$ cat src/hdl/gnhf_ram.sv
// Generic single-port-write, single-port-read RAM with registered read.
// No dependencies.
module gnhf_ram #(
    parameter int WIDTH = 8,
    parameter int DEPTH = 64
) (
    input  logic                     clk,
    input  logic                     we,
    input  logic [$clog2(DEPTH)-1:0] waddr,
    input  logic [WIDTH-1:0]         wdata,
    input  logic [$clog2(DEPTH)-1:0] raddr,
    output logic [WIDTH-1:0]         rdata
);
    logic [WIDTH-1:0] mem [DEPTH];

    always_ff @(posedge clk)
    begin
        if (we)
        begin
            mem[waddr] <= wdata;
        end
        rdata <= mem[raddr];
    end
endmodule

$ cat config.mk
export PLATFORM = sky130hd
export DESIGN_NAME = gnhf_ram
export DESIGN_NICKNAME = d
export VERILOG_FILES = /design/src/hdl/gnhf_ram.sv
export SDC_FILE = /design/constraint.sdc
export NUM_CORES = 1
export LEC_CHECK = 0
export BUFFER_PORTS_ARGS = -buffer_cell sky130_fd_sc_hd__buf_2
export CORE_ASPECT_RATIO = 0.9
export CORE_MARGIN = 1
export CORE_UTILIZATION = 48
export CTS_CLUSTER_SIZE = 25
export DETAILED_ROUTE_END_ITERATION = 6
export HOLD_SLACK_MARGIN = 0.05
export PLACE_DENSITY = 0.71
export SLEW_MARGIN = 10
export SYNTH_ARGS = -nofsm -noshare
export SYNTH_HDL_FRONTEND = slang
export SYNTH_SLANG_ARGS = --single-unit
$ cat constraint.sdc
create_clock -name clk -period 2.25 [get_ports clk]
set_input_delay 0.1125 -clock clk [delete_from_list [all_inputs] [get_ports clk]]
set_output_delay 0.1125 -clock clk [all_outputs]
set_load 0.01 [all_outputs]
==> results of run 1 <==
-- final cells by class --
cell class              count  area, um^2
diodes                      1        2.50
clock buffers              61        1370
multi-input cells         369        4320
flip-flops and latches    520       15500
well taps                 540         676
repair buffers            164        1340
fillers                  2972       17500
clock inverters            28         218
-- flip-flops by register name, indices dropped and copies added (netlist names) --
signal / cells
mem: 512
rdata: 8
-- layout by cell type (no fill, tap or decap), types with 6 or more instances in the layout --
cell type and n:
sky130_fd_sc_hd__edfxtp_1 512, sky130_fd_sc_hd__mux4_2 126, sky130_fd_sc_hd__buf_4 121, sky130_fd_sc_hd__nor2_1 83, sky130_fd_sc_hd__clkbuf_16 53, sky130_fd_sc_hd__buf_2 26
sky130_fd_sc_hd__mux2i_1 23, sky130_fd_sc_hd__nand2_1 19, sky130_fd_sc_hd__nor2b_1 14, sky130_fd_sc_hd__mux2_2 13, sky130_fd_sc_hd__nand3_1 13, sky130_fd_sc_hd__buf_12 13
sky130_fd_sc_hd__clkinv_1 10, sky130_fd_sc_hd__clkinv_2 10, sky130_fd_sc_hd__o221ai_1 8, sky130_fd_sc_hd__o22ai_1 8, sky130_fd_sc_hd__dfxtp_1 8, sky130_fd_sc_hd__nand2b_1 7
sky130_fd_sc_hd__nor3_1 7, sky130_fd_sc_hd__clkbuf_1 7, sky130_fd_sc_hd__a221oi_1 6
-- kinds of logic after synthesis --
logic type / Yosys count / share of synthesized area
buffers and inverters: 51 / 0.0157
and+or+nand+nor: 153 / 0.0339
AOI/OAI and AO/OA: 54 / 0.0207
DFF: 520 / 0.770
muxes: 162 / 0.159
-- power groups by stage --
stage | sequential (uW) | clock, uW | combinational [uW]
after global routing | 10800 | 8520 | 1150
after CTS | 10800 | 8190 | 1080
after detailed placement | 11000 | 0 | 1070
after global placement | 11000 | 0 | 1050
after floorplan | 11000 | 0 | 571
final | 10800 | 8090 | 1070
-- through the flow --
step / instances / utilization / TNS (ns) / setup slack (ns)
after global placement: 1590 / 0.533 / 0 / 0.00113
after CTS: 1682 / 0.572 / 0 / 0.260
after floorplan: 940 / - / 0 / 0.470
after global routing: 1683 / 0.572 / 0 / 0.204
final: 1683 / 0.572 / 0 / 0.271
after detailed placement: 1590 / 0.533 / -0.0212 / -0.0212
-- per-layer routing --
metal	global-route usage	share of wire
met2	0.322	0.47
met5	0	0.00047
met4	0.0681	0.024
met1	0.313	0.42
met3	0.0457	0.091
-- worst max path at each step --
stage	start	to	slack (ns)	cells past startpoint
floorplan	raddr[1]	rdata[3]$_DFF_P_	0.47	7
global placement	raddr[0]	rdata[2]$_DFF_P_	0.001	7
detailed placement	raddr[0]	rdata[0]$_DFF_P_	-0.02	7
CTS	mem[25][6]$_DFFE_PP_	rdata[6]$_DFF_P_	0.26	5
global route	mem[2][5]$_DFFE_PP_	rdata[5]$_DFF_P_	0.20	5
finish	mem[11][1]$_DFFE_PP_	rdata[1]$_DFF_P_	0.27	5
-- worst max-delay path: cells and delay by family, from the launching register on --
| family | cells | cell delay, ns |
|---|---|---|
| multiplexers | 2 | 0.98 |
| AND/OR/NAND/NOR | 2 | 0.38 |
| flip-flops | 1 | 0.37 |
| AO/OA/AOI/OAI | 1 | 0.15 |
==> flow_results.org, run 1 <==
** Global route
- The initial antenna violation count was 3.
- The first global-routing pass estimated about 66000 um of wire.
- For this run, the total global-route usage over all layers was measured as 0.213.
- Largest net degree at the start of global routing :: 65
- The via count of the first global-routing pass came to 10200.
- Gr ovfl total :: 0

** Logic synthesis
- Counting flops with a built-in enable in the synthesized netlist gives around 500.
- In the synthesized netlist, the number of instances is 940.
- Leading cell type by number of instances after synthesis :: sky130_fd_sc_hd__edfxtp_1
- Register bit total from synthesis :: 520
- Summing every instance area after synthesis gives ~20000 um^2.
- Yosys top cell area share :: 0.762
- Syn Area/Cell :: between 20 and 25 um^2
- The commonest cells after synthesis are 512 x sky130_fd_sc_hd__edfxtp_1, 126 x sky130_fd_sc_hd__mux4_2, 83 x sky130_fd_sc_hd__nor2_1.
- Sequential fraction of the synthesis area :: 0.770
- sky130_fd_sc_hd__edfxtp_1 takes more of the synthesized area than any other cell.
- Post-synth net total :: ~960
- During synthesis, Yosys emitted a total of 0 warnings.
- Among all flip-flop cells after synthesis, the most frequent one is sky130_fd_sc_hd__edfxtp_1.
- By area the synthesized netlist is led by sky130_fd_sc_hd__edfxtp_1 76%, sky130_fd_sc_hd__mux4_2 14%, sky130_fd_sc_hd__nor2_1 1.5%.
- Cell variety after synth :: 40
- Of all flip-flops after synthesis, the portion carrying an async set or reset was 0.

** Power and ir drop
- Sequential share of power :: 0.540
- Maximum VDD drop :: ~0.65 mV
- Of the total power, combinational logic draws 0.054.
- Clock share of power :: 0.406
- After layout, the design draws a total of between 15000 and 20000 uW.
- Static Leak :: ~0.0076 uW
- Switching power of the nets :: between 4000 and 5000 uW
- Of the total power, the share spent switching nets is 0.206.
- Pwr dens :: about 850 nW/um^2
- Internal portion of total power :: between 15000 and 20000 uW

** Worst hold path
- The startpoint identified for the worst hold timing path is wdata[4].
- The path class of the tightest hold or removal check is input pin to register.
- Number of stages on the worst hold path :: 1
- For hold timing, the worst endpoint is mem[56][4]$_DFFE_PP_.

** Place
- The wire-length estimate of the detail-placed layout is approximately 29000 um.
- At the end of routability-driven placement, the weighted congestion stood at 0.833.
- The placed instances occupy a cell area of 21800 um^2.
- Number of port buffers :: 29

** Routing
- Total iterations of the first detailed-routing run :: 5
- Vias/cell :: just under 6
- Number of nets with antenna violations after detailed routing :: 0
- Final wirelength :: ~44000 um
- The first routing iteration left around 1300 violations.
- After detailed routing, the number of remaining DRC violations is 0.
- Drt wl/cell :: approximately 26 um
- The detailed router placed between 10000 and 15000 vias in this run.

** Critical path
- Flop2flop setup slack :: around 0.27 ns
- Crit path max-delay cell type :: sky130_fd_sc_hd__mux4_2
- For this run, the slowest stage of the critical path takes 0.52 ns.
- At the worst endpoint, the required time is 2.71 ns.
- STA classifies the critical path startpoint as a register.
- The worst register-to-register path has a depth of 5.
- Kind of critical path :: register to register
- The signal on the critical path passes through mux4_2, mux4_2, nor2_1, nor3_1, o2bb2ai_1.
- Worst endpoint data arrival time :: about 2.4 ns
- In this run the critical register-to-register path is captured at rdata[1]$_DFF_P_.
- Of all nets on the critical path, the largest fanout is 1.
- Most frequent cell on the critical path :: sky130_fd_sc_hd__mux4_2
- Nature of the critical path endpoint :: register
- In this run the critical register-to-register path is launched from mem[11][1]$_DFFE_PP_.

** Clock network
- Sink count of the clock tree :: between 500 and 600
- Clock root buffer :: sky130_fd_sc_hd__clkbuf_16
- For this design, the CTS-stage hold fixing added 3 buffers.
- Post-CTS resize count :: 0
- Clock insertion delay at the later pin of the skew report :: 0.57 ns
- Clock-pin slew was measured on the worst setup and hold paths at about 0.070 ns.
- In this run, CTS created clock tree buffers numbering 50.
- The clock passes through at most 3 buffers.
- H-tree depth :: 2
- Buffers added to address setup during post-CTS repair amount to 0.
- Clock tree from TritonCTS :: done

** STA
- Setup violations remaining at the end of the flow were counted as 0.
- The max-slew violation total from the final report is 0.
- The final hold violation count was 0.
- Final min period :: approximately 2.0 ns
- At the pin with the least slew margin, the transition time is ~0.72 ns.
- The worst pin sits at a relative slew slack of 0.522.
- In the finished design, the share of the clock period the worst path needs comes to 0.880.
- Worst Skew :: about 0.022 ns
- Setup repair after global routing missed its margin :: false
- Derived from the worst setup path, the maximum achievable clock frequency is around 500 MHz.
- Final hold analysis gives a worst-case slack of 0.0671 ns.

** Die
- Cell Rows :: 70
- The die is about 200 um tall.
- Top-Level Pins :: 30
- Horiz. Die Dim :: roughly 220 um
- Core Area :: 41000 um^2
- Effective utilization at floorplan :: 0.492
- The die covers 42800 um^2.

** Outcome
- The flow ran to the end, and the final reports show no timing, DRC or antenna violations.

** Final layout
- Fin nets :: about 1100
- Of the cells placed in the final design, the portion with a size suffix greater than 1 is 0.327.
- Total non-filler cell area in the finished layout :: 23500 um^2
- Layout-stage area growth over the synthesis result :: 16.3%

** Run
- Max-cap violations in this run came to 0.
Note: power is estimated with default switching activity, not from simulation.
==> run 2: changes to the inputs <==
--- a/config.mk
+++ b/config.mk
@@ -9,6 +9,7 @@
 export CORE_ASPECT_RATIO = 0.9
 export CORE_MARGIN = 1
 export CORE_UTILIZATION = 48
+export CTS_BUF_LIST = sky130_fd_sc_hd__clkbuf_16
 export CTS_CLUSTER_SIZE = 25
 export DETAILED_ROUTE_END_ITERATION = 6
 export HOLD_SLACK_MARGIN = 0.05
==> run 2 against run 1 <==
Against the previous run: flip-flop and latch count is the same; first-iteration DRC count shrank 6.8%; via count grew 0.43%; critical path depth is the same; total power shrank 0.36%; cell count is the same; setup slack lost 0.011 ns; wire length is essentially flat; clock power shrank 0.9%; core utilization is essentially flat; critical path type unchanged; critical endpoint unchanged.
==> flow_results.org, run 2 (synthesis gave the netlist of run 1 again) <==
** Outcome
- Result of the run :: finished clean

** Final layout
- Commonest non-fill, non-tap cell in the layout :: sky130_fd_sc_hd__edfxtp_1
- Layout cells sized above 1 :: 0.327 (-0.000876)
- The final instance area was 23400 um^2 (about the same).
- Filler Cell Count :: 2978 (+0.20%)
- Largest register FFs :: 512 (unchanged)
- The largest registers in the layout are mem (512), rdata (8).
- The register with the most flip-flops in the final layout is mem.
- Fin nets :: 1127 (unchanged)
- Layout-stage area growth over the synthesis result :: 16.3% (about the same)
- Top library cells by usage in the layout, fill and taps aside :: 512 x sky130_fd_sc_hd__edfxtp_1, 126 x sky130_fd_sc_hd__mux4_2, 121 x sky130_fd_sc_hd__buf_4, 83 x sky130_fd_sc_hd__nor2_1, 53 x sky130_fd_sc_hd__clkbuf_16

** STA
- The final clock period utilization by the worst path was 0.885 (+0.00501).
- The post-route minimum period is 1.99 ns (+0.0113 ns).
- Number of slew-limit violations in the final report :: 0 (unchanged)
- The upper clock frequency limit came to 502 MHz (-0.57%).
- Post-Route Hold Slack :: 0.0646 ns (-0.00243 ns)
- The worst clock skew was 0.0173 ns (-0.00488 ns).
- The final hold violation count was 0 (unchanged).
- The final number of setup-violating endpoints came to 0 (unchanged).
- Setup repair after global routing left no endpoint under its margin.
- The slew at the pin closest to its max-slew limit was 0.729 ns (+0.0120 ns).
- The relative slew slack is 0.514 (-0.00801).

** Clock network
- TritonCTS built the clock tree.
- The number of buffers inserted by post-CTS setup repair was 0 (unchanged).
- The buffer levels on the longest clock path was 3 (unchanged).
- The tree is rooted in a sky130_fd_sc_hd__clkbuf_16.
- H-tree depth :: 2 (unchanged)
- The post-CTS clock slew at the launch and capture registers of the worst setup and hold paths was 0.07 ns (about the same).
- The number of CTS-inserted buffers is 50 (unchanged).
- Clock insertion delay at the later pin of the skew report :: 0.57 ns (about the same)
- Sink count of the clock tree :: 520 (unchanged)

** Routing
- Initial drt markers :: 1171 (-6.8%)
- The total number of vias was 10100 (+0.43%).
- The number of DRC violations after detailed routing came to 0 (unchanged).
- Number of nets with antenna violations after detailed routing :: 0 (unchanged)
- The post-detailed-route wirelength per cell is 26.3 um (about the same).
- Total iterations of the first detailed-routing run :: 6 (+1)
- Final wirelength :: 44300 um (about the same)
- Vias/cell :: 5.97 (+0.43%)

** Die
- The chip height is 196 um (unchanged).
- Core Area :: 41000 um^2 (unchanged)
- Top-Level Pins :: 30 (unchanged)
- Horiz. Die Dim :: 218 um (unchanged)
- The total die area is 42800 um^2 (unchanged).
- The standard-cell row count was 70 (unchanged).
- Effective utilization at floorplan :: 0.492 (unchanged)

** Global route
- Global-route wire length before repair :: 66000 um (about the same)
- Gr ovfl total :: 0 (unchanged)
- The total global routing track utilization came to 0.213 (unchanged).
- Antenna violations before repair :: 3 (unchanged)
- The pin count of the biggest net entering global routing is 65 (unchanged).
- Vias in the first global route :: 10200 (-0.069%)

** Power and ir drop
- Static Leak :: 0.00762 uW (+0.31%)
- Pwr dens :: 847 nW/um^2 (-0.31%)
- The worst IR drop on VDD is 0.649 mV (+0.15%).

** Worst hold path
- In this run the worst hold path is classified as input pin to register.
- The number of cells on the worst hold path came to 1 (unchanged).

** Critical path
- The length in cells of the worst reg-to-reg path is 5 (unchanged).
- Critical path data required time :: 2.71 ns (about the same)
- Most frequent cell on the critical path :: sky130_fd_sc_hd__mux4_2
- STA classifies the critical path endpoint as a register.
- Largest stage delay, worst path :: 0.52 ns (about the same)
- The signal on the critical path passes through mux4_2, mux4_2, nor2_1, nor3_1, o2bb2ai_1.
- The worst endpoint data arrival time is 2.45 ns (about the same).
- Crit path max-delay cell type :: sky130_fd_sc_hd__mux4_2
- Kind of critical path :: register to register
- Kind of start point of the critical path :: register
- CP max FO :: 1 (unchanged)

** Place
- The HPWL after detailed placement was 28700 um (unchanged).
- The number of I/O port buffers came to 29 (unchanged).
- Cell area reported after detailed placement :: 21800 um^2 (unchanged)
- Routability cong. :: 0.833 (unchanged)

** Run
- Number of maximum-capacitance constraint violations :: 0 (unchanged)
run 2: changes by cell type in the layout (fill, tap and decap cells not counted), sizes merged:
cell	previous run	this run
inv	1	8
clkinv	21	22
clkbuf	62	54
run 2: stage by stage:
stage	worst slack, ns	total power, uW	std cells	setup TNS, ns	utilization
floorplan	0.470	11500	940	0	-
global placement	0.00113	12000	1590	0	0.533
detailed placement	-0.0212	12000	1590	-0.0212	0.533
CTS	0.260	20000	1682	0	0.572
global route	0.204	20400	1683	0	0.572
finish	0.260	19800	1683	0	0.572
run 2: metal layers:
metal  track usage  wire length (um)  share of wire
met1         0.313             18600           0.42
met4        0.0681              1130          0.026
met3        0.0457              3890          0.088
met2         0.322             20600           0.47
met5             0                21        0.00047
run 2: report_power, final:
group / switching, uW / leakage [uW] / internal (uW)
Combinational: 625 / 0.00215 / 450
Clock: 3440 / 0.000798 / 4580
Sequential: 35.9 / 0.00467 / 10700
run 2: layout make-up:
class | count | area [um^2] | area share
antenna | 1 | 2.50 | 0.000107
clock buffer | 53 | 1330 | 0.0566
clock inverter | 36 | 248 | 0.0106
multi-input combinational | 369 | 4320 | 0.184
sequential | 520 | 15500 | 0.663
tap | 540 | 676 | 0.0288
timing repair buffer | 164 | 1340 | 0.0573
run 2: worst paths after layout:
| kind | from | endpoint | slack, ns |
|---|---|---|---|
| max | mem[11][1]$_DFFE_PP_ | rdata[1]$_DFF_P_ | 0.26 |
| min | wdata[4] | mem[56][4]$_DFFE_PP_ | 0.06 |
| max reg2reg | mem[11][1]$_DFFE_PP_ | rdata[1]$_DFF_P_ | 0.26 |
| min reg2reg | mem[18][2]$_DFFE_PP_ | rdata[2]$_DFF_P_ | 0.82 |
run 2: what timing repair did:
action / CTS / global route
endpoints found under the hold margin: 13 / 0
resized for setup: 0 / 0
hold buffers: 3 / 0
run 2: critical path, delay by kind of cell (launching register included):
family           cells  cell delay [ns]
AND/OR/NAND/NOR      2             0.38
AO/OA/AOI/OAI        1             0.15
multiplexers         2             0.98
flip-flops           1             0.37
==> run 3: changes to the inputs <==
--- a/config.mk
+++ b/config.mk
@@ -5,13 +5,13 @@
 export SDC_FILE = /design/constraint.sdc
 export NUM_CORES = 1
 export LEC_CHECK = 0
-export BUFFER_PORTS_ARGS = -buffer_cell sky130_fd_sc_hd__buf_2
 export CORE_ASPECT_RATIO = 0.9
 export CORE_MARGIN = 1
 export CORE_UTILIZATION = 48
 export CTS_BUF_LIST = sky130_fd_sc_hd__clkbuf_16
 export CTS_CLUSTER_SIZE = 25
 export DETAILED_ROUTE_END_ITERATION = 6
+export DONT_BUFFER_PORTS = 1
 export HOLD_SLACK_MARGIN = 0.05
 export PLACE_DENSITY = 0.71
 export SLEW_MARGIN = 10
==> run 3 against run 2 <==
Against the previous run: maximum frequency shrank 9.3%; sequential share of layout area up 0.46 points; hold slack worse by 0.032 ns; setup slack got worse by 0.20 ns; largest cell class unchanged; core utilization shrank 0.39 points; non-clock buffer count decreased by 57; wire length up 1.4%; largest power group unchanged; via count is 1.3% lower; first-iteration DRC count is 6.3% lower; highest routed layer unchanged; cell count fell by 3.1%.
==> flow_results.org, run 3 (synthesis gave the netlist of run 1 again) <==
** Critical path
- Buf+Inv Stages, Crit Path :: 1 (+1)
- CP max FO :: 1 (unchanged)
- Sequence of cells on the critical path :: mux4_2, mux2i_1, nand2_1, dlygate4sd3_1, nand3_1, o32ai_1
- The startpoint identified for the worst register-to-register timing path is mem[46][4]$_DFFE_PP_.
- The worst setup path is captured at a register.
- The maximum cell stage delay along the critical path is 0.58 ns (+0.06 ns).
- CP startpoint :: mem[46][4]$_DFFE_PP_
- The required time at the endpoint of the critical path was 2.70 ns (about the same).
- STA classifies the critical path startpoint as a register.
- On the critical path, the stage with the largest delay is an instance of sky130_fd_sc_hd__dlygate4sd3_1.
- Worst endpoint data arrival time :: 2.64 ns (+0.19 ns)
- The critical path in this run is classified as register to register.
- Kind of cell adding the most delay to the critical path :: multiplexers

** Power and ir drop
- The cell area power density is 865 nW/um^2 (+2.2%).
- Static Leak :: 0.00743 uW (-2.5%)
- Sum of internal, switching and leakage power :: 20100 uW (+1.5%)
- The worst IR drop on VDD was 0.609 mV (-6.2%).

** Global route
- The pin count of the biggest net entering global routing is 136 (+110%).
- The first-pass GRT wire length was 67200 um (+1.8%).
- Gr ovfl total :: 0 (unchanged)
- The initial antenna violation count was 1 (-2).
- The via count of the first global-routing pass is 10200 (+0.61%).
- Total routing usage reported by global routing :: 0.219 (+0.00598)

** Run
- The count of max-cap constraint violations came to 0 (unchanged).

** STA
- The final number of setup-violating endpoints is 0 (unchanged).
- The upper clock frequency limit came to 456 MHz (-9.3%).
- Post-Route Hold Slack :: 0.0325 ns (-0.0322 ns)
- Setup repair after global routing left no endpoint under its margin.
- The final clock period utilization by the worst path came to 0.975 (+0.0905).
- The max-slew violation total from the final report came to 0 (unchanged).
- The slew at the pin closest to its max-slew limit is 1.03 ns (+0.302 ns).
- Worst Skew :: 0.0191 ns (+0.00177 ns)
- Number of endpoints with negative hold slack in the final report :: 0 (unchanged)
- Worst max-slew margin expressed relative to the limit :: 0.313 (-0.201)
- The summed negative setup slack over all endpoints came to 0 ns (unchanged).
- The post-route minimum period was 2.19 ns (+0.204 ns).

** Clock network
- The H-tree depth came to 2 (unchanged).
- Sink count of the clock tree :: 520 (unchanged)
- Clock transition time at the flip-flop clock pins of the worst setup and hold paths :: 0.06 ns (about the same)
- Number of post-CTS setup repair buffers :: 0 (unchanged)
- Clock root buffer :: sky130_fd_sc_hd__clkbuf_16
- Total CTS buffers :: 51 (+2.0%)
- TritonCTS built the clock tree.
- Maximum clock insertion buffer count :: 3 (unchanged)
- Clock insertion delay at the later pin of the skew report :: 0.60 ns (+0.03 ns)

** Final layout
- The library cells used most frequently in the layout, excluding fill and tap cells, are 512 x sky130_fd_sc_hd__edfxtp_1, 126 x sky130_fd_sc_hd__mux4_2, 83 x sky130_fd_sc_hd__nor2_1, 72 x sky130_fd_sc_hd__buf_4, 52 x sky130_fd_sc_hd__clkbuf_16.
- The area growth from synthesis to layout is 15.5%.
- Counting flops per register, the top entry is mem.
- The final instance area came to 23300 um^2 (-0.68%).
- Fin nets :: 1071 (-5.0%)
- Top Registers :: mem (512), rdata (8)
- Largest register FFs :: 512 (unchanged)
- Diodes inserted :: 0 (-1)
- Commonest non-fill, non-tap cell in the layout :: sky130_fd_sc_hd__edfxtp_1
- The final-layout fill cell count came to 3032 (+1.8%).
- Layout cells sized above 1 :: 0.274 (-0.0526)

** Place
- Routability cong. :: 0.816 (-2.0%)
- Cell area reported after detailed placement :: 21100 um^2 (-3.5%)
- Number of port buffers :: 0 (-100%)
- The HPWL after detailed placement is 24600 um (-14%).

** Die
- Total die area :: 42800 um^2 (unchanged)
- The die width was 218 um (unchanged).
- Core Area :: 41000 um^2 (unchanged)
- The standard-cell row count came to 70 (unchanged).
- Effective utilization at floorplan :: 0.492 (unchanged)
- The number of placed I/O pins is 30 (unchanged).
- Vertical die dimension :: 196 um (unchanged)

** Routing
- Residual DRC count :: 0 (unchanged)
- Final wirelength :: 44900 um (+1.4%)
- Vias/cell :: 6.08 (+1.8%)
- Total iterations of the first detailed-routing run :: 5 (-1)
- Drt wl/cell :: 27.5 um (+4.6%)
- Initial drt markers :: 1097 (-6.3%)
- The number of nets still failing antenna checks after routing was 0 (unchanged).
- The total number of vias came to 9917 (-1.3%).

** Worst hold path
- The path class of the tightest hold or removal check is input pin to register.
- The startpoint identified for the worst hold timing path is raddr[2].

** Outcome
- The run finished with clean final reports.
[run 3: cell types whose count changed in the layout (fill, tap and decap cells not counted), sizes merged]
cell          before  now
buf              160   82
dlygate4sd3        3   24
bufinv             3    7
clkinv            22   25
clkbuf            54   52
clkinvlp           3    2
diode              1    0
dlymetal6s4s       0    1
inv                8    9
[run 3: report_power, final]
group	total, uW	internal, uW	switching (uW)
clock network	8530	5000	3530
logic	848	401	447
registers	10800	10700	46.8
[run 3: layout make-up]
type	count	area (um^2)	share of cell area
clock buffer	52	1300	0.0559
clock inverter	43	388	0.0167
multi-input combinational	369	4330	0.186
sequential	520	15500	0.667
tap	540	676	0.0290
timing repair buffer	107	1050	0.0452
[run 3: worst min-delay path: cells and delay by family]
| kind | cells | cell delay [ns] |
|---|---|---|
| AND/OR/NAND/NOR | 1 | 0.09 |
| AO/OA/AOI/OAI | 2 | 0.19 |
| multiplexers | 1 | 0.18 |
[run 3: timing repair]
item,CTS,global route
hold endpoints to repair,605,0
hold buffers,36,0
setup endpoints to repair,0,2
resized for setup,0,4
[run 3: worst paths after layout]
path                 endpoint  slack [ns]  cells past startpoint
min          rdata[0]$_DFF_P_        0.03                      4
max          rdata[4]$_DFF_P_        0.06                      6
min reg2reg  rdata[4]$_DFF_P_        0.83                      3
max reg2reg  rdata[4]$_DFF_P_        0.06                      6
[run 3: per-stage QoR]
stage,instances,util,worst slack [ns]
final,1631,0.568,0.0562
after global routing,1631,0.568,0.0323
after CTS,1632,0.568,0.0537
after detailed placement,1501,0.514,0.0719
after global placement,1501,0.514,0.0605
after floorplan,940,-,0.470
[run 3: per-layer routing]
metal  global-route usage  part of all wire  vias to the layer above
met5                    0           0.00029                        -
met4               0.0883             0.034                        2
met3               0.0539              0.11                       93
met2                0.327              0.46                      497
met1                0.313              0.40                     5170
li1                     -                 -                     4155
